--- config.mk ---
export PLATFORM = sky130hd
export DESIGN_NAME = dll_cell
export DESIGN_NICKNAME = d
export VERILOG_FILES = /design/src/hw/rtl/dll_pkg.sv /design/src/hw/rtl/dll_cell.sv
export SDC_FILE = /design/constraint.sdc
export NUM_CORES = 1
export LEC_CHECK = 0
export BUFFER_PORTS_ARGS = -buffer_cell sky130_fd_sc_hd__buf_2
export CAP_MARGIN = 0
export CELL_PAD_IN_SITES_DETAIL_PLACEMENT = 0
export CELL_PAD_IN_SITES_GLOBAL_PLACEMENT = 2
export CORE_MARGIN = 2
export CORE_UTILIZATION = 17
export DETAILED_ROUTE_END_ITERATION = 10
export MAX_ROUTING_LAYER = met4
export PLACE_DENSITY = 0.92
export SLEW_MARGIN = 20
export SYNTH_ARGS = -nofsm -noshare
export SYNTH_HDL_FRONTEND = slang
export SYNTH_SLANG_ARGS = --single-unit
--- constraint.sdc ---
create_clock -name clk -period 2.6 [get_ports clk]
set_input_delay 0.39 -clock clk [delete_from_list [all_inputs] [get_ports clk]]
set_output_delay 0.39 -clock clk [all_outputs]
set_load 0.01 [all_outputs]
--- src/hw/rtl/dll_pkg.sv ---
package dll_pkg;

    localparam int POOL_NODES_DEF  = 64;
    localparam int VALUE_WIDTH_DEF = 32;
    localparam int KIND_WIDTH      = 4;

    typedef enum logic [3:0] {
        KIND_CLEAR      = 4'd0,
        KIND_INS_FIRST  = 4'd1,
        KIND_INS_LAST   = 4'd2,
        KIND_GO_FIRST   = 4'd3,
        KIND_GO_LAST    = 4'd4,
        KIND_DEL_FIRST  = 4'd5,
        KIND_DEL_LAST   = 4'd6,
        KIND_DEL_AFTER  = 4'd7,
        KIND_DEL_BEFORE = 4'd8,
        KIND_INS_AFTER  = 4'd9,
        KIND_INS_BEFORE = 4'd10,
        KIND_SET_VALUE  = 4'd11,
        KIND_NEXT       = 4'd12,
        KIND_PREV       = 4'd13
    } kind_t;

    typedef enum logic [1:0] {
        CELL_HOLD = 2'd0,
        CELL_INS  = 2'd1,
        CELL_DEL  = 2'd2,
        CELL_SET  = 2'd3
    } cell_op_t;

    // read-side selects broadcast to every cell
    typedef struct packed {
        logic nonempty;
        logic cur_active;
    } cell_sel_t;

endpackage

--- src/hw/rtl/dll_cell.sv ---
module dll_cell #(
    parameter int VALUE_WIDTH = dll_pkg::VALUE_WIDTH_DEF,
    parameter int PW          = 6,
    parameter int IDX         = 0
) (
    input  logic                   clk,
    input  dll_pkg::cell_op_t      op,
    input  logic [PW-1:0]          pos,
    input  logic [VALUE_WIDTH-1:0] value,
    input  logic [VALUE_WIDTH-1:0] left_data,
    input  logic [VALUE_WIDTH-1:0] right_data,
    input  dll_pkg::cell_sel_t     sel,
    input  logic [PW-1:0]          last_pos,
    input  logic [PW-1:0]          cur_pos,
    output logic [VALUE_WIDTH-1:0] data,
    output logic [VALUE_WIDTH-1:0] first_part,
    output logic [VALUE_WIDTH-1:0] last_part,
    output logic [VALUE_WIDTH-1:0] cur_part
);

    localparam logic [PW-1:0] MY_IDX = PW'(IDX);

    logic [VALUE_WIDTH-1:0] data_reg;
    logic [VALUE_WIDTH-1:0] data_next;

    always_comb
    begin
        data_next = data_reg;
        case (op)
            dll_pkg::CELL_INS:
            begin
                if (MY_IDX > pos)
                begin
                    data_next = left_data;
                end
                else if (MY_IDX == pos)
                begin
                    data_next = value;
                end
            end
            dll_pkg::CELL_DEL:
            begin
                if (MY_IDX >= pos)
                begin
                    data_next = right_data;
                end
            end
            dll_pkg::CELL_SET:
            begin
                if (MY_IDX == pos)
                begin
                    data_next = value;
                end
            end
            default:
            begin
                data_next = data_reg;
            end
        endcase
    end

    always_ff @(posedge clk)
    begin
        data_reg <= data_next;
    end

    assign data       = data_reg;
    assign first_part = (sel.nonempty && IDX == 0) ? data_reg : '0;
    assign last_part  = (sel.nonempty && MY_IDX == last_pos) ? data_reg : '0;
    assign cur_part   = (sel.cur_active && MY_IDX == cur_pos) ? data_reg : '0;

endmodule

## After elaboration in Yosys (flattened, before gate mapping)

Index checks and enable logic that the tools add are counted.
W data, S select, Z words.

- Magnitude comparators: 2
- Equal/unequal tests: 4
- Multiplexer cells: 7
- Reductions and logical operators: 7

Operator list:

| kind | number |
|---|---|
| $mux W32 | 6 |
| $pmux W32 S3 | 1 |
| $logic_not A6 Y1 | 3 |
| $ge A1 B6 Y1 const A | 1 |
| $gt A1 B6 Y1 const A | 1 |
| $eq A2 B2 Y1 const B | 2 |
| $reduce_bool A3 Y1 | 1 |
| $eq A2 B1 Y1 const B | 1 |
| $logic_and A1 B1 Y1 | 2 |
| $ne A2 B2 Y1 const B | 1 |
| $reduce_and A2 Y1 | 1 |

- Bits in registers: 32
- Bits of input ports: 119

## Longest topological paths before layout

- Word-level depth: 4
- Gate-level depth with buffers: 5

## Worst setup path after synthesis

No wires, ideal clock.

- Path kind: input -> register
- From: in pos[5]
- To: reg data_reg[0], in the netlist data[0] (enable)
- Arrival: 1,611 ps
- Required time: 2,223 ps
- Setup slack: 612 ps
- Cell stages on the path: 3
- Path buffers: 1
- Path through: nor4_2 buf_2 a31o_2

- Longest elaborated chain between the ends: 3

Ends and longest elaborated chain:

| item | RTL line | source |
|---|---|---|
| start, declared | dll_cell.sv:8 | `input logic [PW-1:0] pos,` |
| $ge A1 B6 Y1 | dll_cell.sv:43 | `if (MY_IDX >= pos)` |
| $ne A2 B2 Y1 (no line) | -- |  |
| $reduce_and A2 Y1 (no line) | -- |  |
| end signal, assigned | dll_cell.sv:64 | `data_reg <= data_next;` |
| end, declared | dll_cell.sv:23 | `logic [VALUE_WIDTH-1:0] data_reg;` |

No other way between the ends.
A chain may end at the register's enable or synchronous reset.

## Final worst setup path

- From: in cur_pos[2]
- To: out cur_part[11]

- Longest elaborated chain between the ends: 3

Ends and longest elaborated chain:

| item | RTL line | source |
|---|---|---|
| start, declared | dll_cell.sv:14 | `input logic [PW-1:0] cur_pos,` |
| $logic_not A6 Y1 | dll_cell.sv:70 | `assign cur_part = (sel.cur_active && MY_IDX == cur_pos) ? data_reg : '0;` |
| $logic_and A1 B1 Y1 | dll_cell.sv:70 |  |
| $mux W32 | dll_cell.sv:70 |  |
| end, declared | dll_cell.sv:18 | `output logic [VALUE_WIDTH-1:0] cur_part` |

No other way between the ends.

==> tab_implementation.tex <==
\begin{tabular}{lr}
\hline
Metric & Value \\
\hline
\multicolumn{2}{l}{\textbf{Floorplan}} \\
\quad Top-Level Pins & approximately 250 \\
\quad Floorplan die height & 124 um \\
\quad Die area & 15400 um2 \\
\quad Initial Utilization & 0.175 \\
\quad Standard-cell rows & 43 \\
\quad Die span in x & 124 um \\
\quad Placeable core region & between 10000 and 15000 um2 \\
\multicolumn{2}{l}{\textbf{Routing}} \\
\quad Post-Route M1 WL & 4150 um \\
\quad Vias & $\sim$2.9k \\
\quad Highest routed layer & met4 \\
\quad Drt via density & roughly 4.4 \\
\quad Residual DRC & 0 \\
\quad Wire length on met2 & 5190 um \\
\quad First drt pass iteration count & 4 \\
\quad Routed wire length & 10200 um \\
\quad Number of routed nets with antenna violations & 0 \\
\quad Detailed-routed wire length on met3 & 768 um \\
\quad Number of DRC markers in iteration 0 & roughly 130 \\
\quad Wire per inst & 15.1 um \\
\multicolumn{2}{l}{\textbf{STA}} \\
\quad Post-route clock skew & 0 ns \\
\quad Min cycle time layout & 2.23 ns \\
\quad Hold WS & between 0.4 and 0.5 ns \\
\quad Final total negative setup slack & 0 ns \\
\quad Actual transition at the worst max-transition pin & 0.653 ns \\
\quad Fmax & 0.449 GHz \\
\quad Number of failing setup endpoints in the final timing report & 0 \\
\quad Final number of max-transition violations & 0 \\
\quad Unrepaired setup endpoints after global routing & no \\
\quad Worst-case headroom to the max-slew limit & 0.565 \\
\quad Fraction of the cycle the final worst path needs & 0.857 \\
\quad Count of final hold-check violations & 0 \\
\multicolumn{2}{l}{\textbf{Worst hold path}} \\
\quad Type of the most critical hold path & primary input to register \\
\quad Endpoint of the worst hold path & data[1] \\
\quad Number of cells on the worst hold path & 3 \\
\quad Hold path start & right\_data[1] \\
\multicolumn{2}{l}{\textbf{Synth}} \\
\quad Average cell area after synthesis & 8.35 um2 \\
\quad Register area share after synthesis & 0.392 \\
\quad Net Count, Synth & 413 \\
\quad Post-synth top area share & 0.392 \\
\quad Cell taking the most area after synthesis & sky130\_fd\_sc\_hd\_\_edfxtp\_1 \\
\quad Summed instance area of the synthesized netlist & 2450 um2 \\
\quad Number of synthesized register bits & 32 \\
\quad Count of mapped cells out of synthesis & 294 \\
\quad Cell types occupying the most area after synthesis & sky130\_fd\_sc\_hd\_\_edfxtp\_1 (39\%), sky130\_fd\_sc\_hd\_\_and2\_1 (23\%), sky130\_fd\_sc\_hd\_\_a31oi\_1 (8.2\%) \\
\quad Yosys warning count & 0 \\
\quad Cell variety after synth & 20 \\
\multicolumn{2}{l}{\textbf{Power}} \\
\quad Sum of internal, switching and leakage power & 1.56 mW \\
\quad Leakage power summed over all cells & 1.85 nW \\
\quad Power per cell area & 405 nW/um2 \\
\quad Peak VDD IR & 191 uV \\
\multicolumn{2}{l}{\textbf{Critical path}} \\
\quad Highest cell delay on the worst timing path & between 0.5 and 0.6 ns \\
\quad Kind of cell adding the most delay to the critical path & simple AND/OR/NAND/NOR gates \\
\quad Highest fanout seen on the critical path & 32 \\
\quad Source of the worst register-to-register timing path & data[16] \\
\quad R2r worst-path depth & 2 \\
\quad Startpoint Class & primary input \\
\quad Reg2reg setup slack & 1.59 ns \\
\quad CP Capture Type & output pin \\
\quad Critical-path cell with the highest stage delay & sky130\_fd\_sc\_hd\_\_or4b\_1 \\
\quad Cells along the critical path & buf\_2 -> or4b\_1 -> nor4\_4 -> buf\_4 -> and2\_1 -> buf\_2 \\
\quad Worst Path Buf+Inv & 3 \\
\quad Library cell appearing most often on the critical path & sky130\_fd\_sc\_hd\_\_buf\_2 \\
\quad Required @ worst endpoint & approximately 2.2 ns \\
\quad Type of the worst setup path & primary input to output pin \\
\quad Capture instance of the worst register-to-register path & data[16] \\
\quad Critical path arrival & around 1.8 ns \\
\quad First element of the critical path & cur\_pos[2] \\
\multicolumn{2}{l}{\textbf{GRT}} \\
\quad Via count of the first global-routing pass & $\sim$2.6k \\
\quad Global-route usage over all layers & 0.127 \\
\quad Congestion Overflow GR & 0 \\
\quad Largest net degree at the start of global routing & 65 \\
\quad Initial antenna violation count & 1 \\
\quad Global-route wire length before repair & roughly 14000 um \\
\multicolumn{2}{l}{\textbf{Clock tree}} \\
\quad Resized Gates After CTS & 0 \\
\quad Clock sink count & 32 \\
\quad Post-CTS clock slew at the launch and capture registers of the worst setup and hold paths & 0.05 ns \\
\quad TritonCTS clock tree & yes \\
\quad Hold buffers post-CTS & 0 \\
\quad H-tree lvl count & 2 \\
\quad Buffer type at the clock tree root & sky130\_fd\_sc\_hd\_\_clkbuf\_16 \\
\quad Clock latency reported for the late side of the worst-skew pair & 0.27 ns \\
\quad Post-CTS Setup Bufs & 0 \\
\quad Longest Clk Path Bufs & 2 \\
\quad Number of buffers added by the clock tree synthesis step & 5 \\
\multicolumn{2}{l}{\textbf{Cells and area}} \\
\quad Largest register FFs & 32 \\
\quad Fraction of the core area covered by cells at the end of the flow & 0.275 \\
\quad Post-route insts no fill & 674 \\
\quad Fin nets & $\sim$610 \\
\quad Proportion of layout cells with a drive suffix above 1 & 0.485 \\
\quad Area added between synthesis and finish & 56.8\% \\
\multicolumn{2}{l}{\textbf{Flow run}} \\
\quad Max-capacitance violation count & 0 \\
\multicolumn{2}{l}{\textbf{Place}} \\
\quad DP Cell Count & 668 \\
\quad DP Wirelength & around 7300 um \\
\quad Number of port buffers & 214 \\
\quad Weighted congestion at the end of routability-driven global placement & 0.702 \\
\multicolumn{2}{l}{\textbf{Outcome}} \\
\quad Outcome & completed \\
\hline
\end{tabular}
==> cell type report <==
| class | count | area [um2] |
|---|---|---|
| Sequential cell | 32 | 961 |
| Clock buffer | 5 | 125 |
| Antenna cell | 1 | 2.50 |
| Tap cell | 180 | 225 |
| Multi-Input combinational cell | 234 | 1380 |
| Timing Repair Buffer | 222 | 1160 |
| Fill cell | 1528 | 10100 |
==> per-layer routing <==
layer,vias up,global-route usage
li1,1431,-
met1,1374,0.143
met2,123,0.228
met3,5,0.0316
met4,0,0.0281
met5,-,-
==> tightest hold or removal path: stages <==
cell                      delay (ns)
sky130_fd_sc_hd__buf_2          0.07
sky130_fd_sc_hd__nor2_1         0.03
sky130_fd_sc_hd__a31oi_1        0.12
==> cells in the final DEF (no fill, tap or decap), drive strengths merged, types with 2 or more instances in the layout <==
cell type / synthesis / final
and2: 96 / 96
nand3: 32 / 32
buf: 10 / 222
nor4: 3 / 3
o21ai: 32 / 32
edfxtp: 32 / 32
or4b: 2 / 2
nor2: 33 / 33
a31oi: 32 / 32
clkbuf: 18 / 5
==> worst max-delay path by stage <==
stage              endpoint  slack [ns]  cells past startpoint
2_1_floorplan       data[0]        0.61                      3
3_3_place_gp    cur_part[8]        0.38                      6
3_5_place_dp   cur_part[11]        0.35                      6
4_1_cts        cur_part[11]        0.35                      6
5_1_grt         cur_part[8]        0.25                      6
6_report       cur_part[11]        0.37                      6
==> Yosys cell counts <==
library cell / instances
sky130_fd_sc_hd__and2_1: 92
sky130_fd_sc_hd__nor2_1: 33
sky130_fd_sc_hd__a31oi_1: 32
sky130_fd_sc_hd__edfxtp_1: 32
sky130_fd_sc_hd__nand3_1: 32
sky130_fd_sc_hd__o21ai_0: 27
sky130_fd_sc_hd__clkbuf_1: 18
sky130_fd_sc_hd__buf_2: 6
sky130_fd_sc_hd__o21ai_1: 5
sky130_fd_sc_hd__and2_2: 4
sky130_fd_sc_hd__buf_6: 3
sky130_fd_sc_hd__nor4_4: 2
sky130_fd_sc_hd__a31o_2: 1
sky130_fd_sc_hd__buf_1: 1
sky130_fd_sc_hd__nand2b_1: 1
sky130_fd_sc_hd__nor4_2: 1
sky130_fd_sc_hd__or2_2: 1
sky130_fd_sc_hd__or4_1: 1
sky130_fd_sc_hd__or4b_1: 1
sky130_fd_sc_hd__or4b_4: 1
==> logic make-up (layout without fill, tap and decap cells) <==
group / count (synthesis) / in the layout / synth area share
other: 0 / 1 / 0
AOI/OAI and AO/OA: 65 / 65 / 0.150
buffers and inverters: 28 / 227 / 0.0551
DFF: 32 / 32 / 0.392
and+or+nand+nor: 169 / 169 / 0.403
==> metrics by stage <==
| step | setup WS [ns] | instance area, um2 |
|---|---|---|
| floorplan | 0.612 | 2450 |
| global placement | 0.378 | 3720 |
| detailed placement | 0.353 | 3720 |
| CTS | 0.345 | 3840 |
| global route | 0.250 | 3850 |
| finish | 0.372 | 3850 |
==> report_power, final <==
part / switching (mW) / internal (mW)
registers: 0.0462 / 0.625
logic: 0.186 / 0.157
clock network: 0.205 / 0.338
Note: power is estimated with default switching activity, not from simulation.
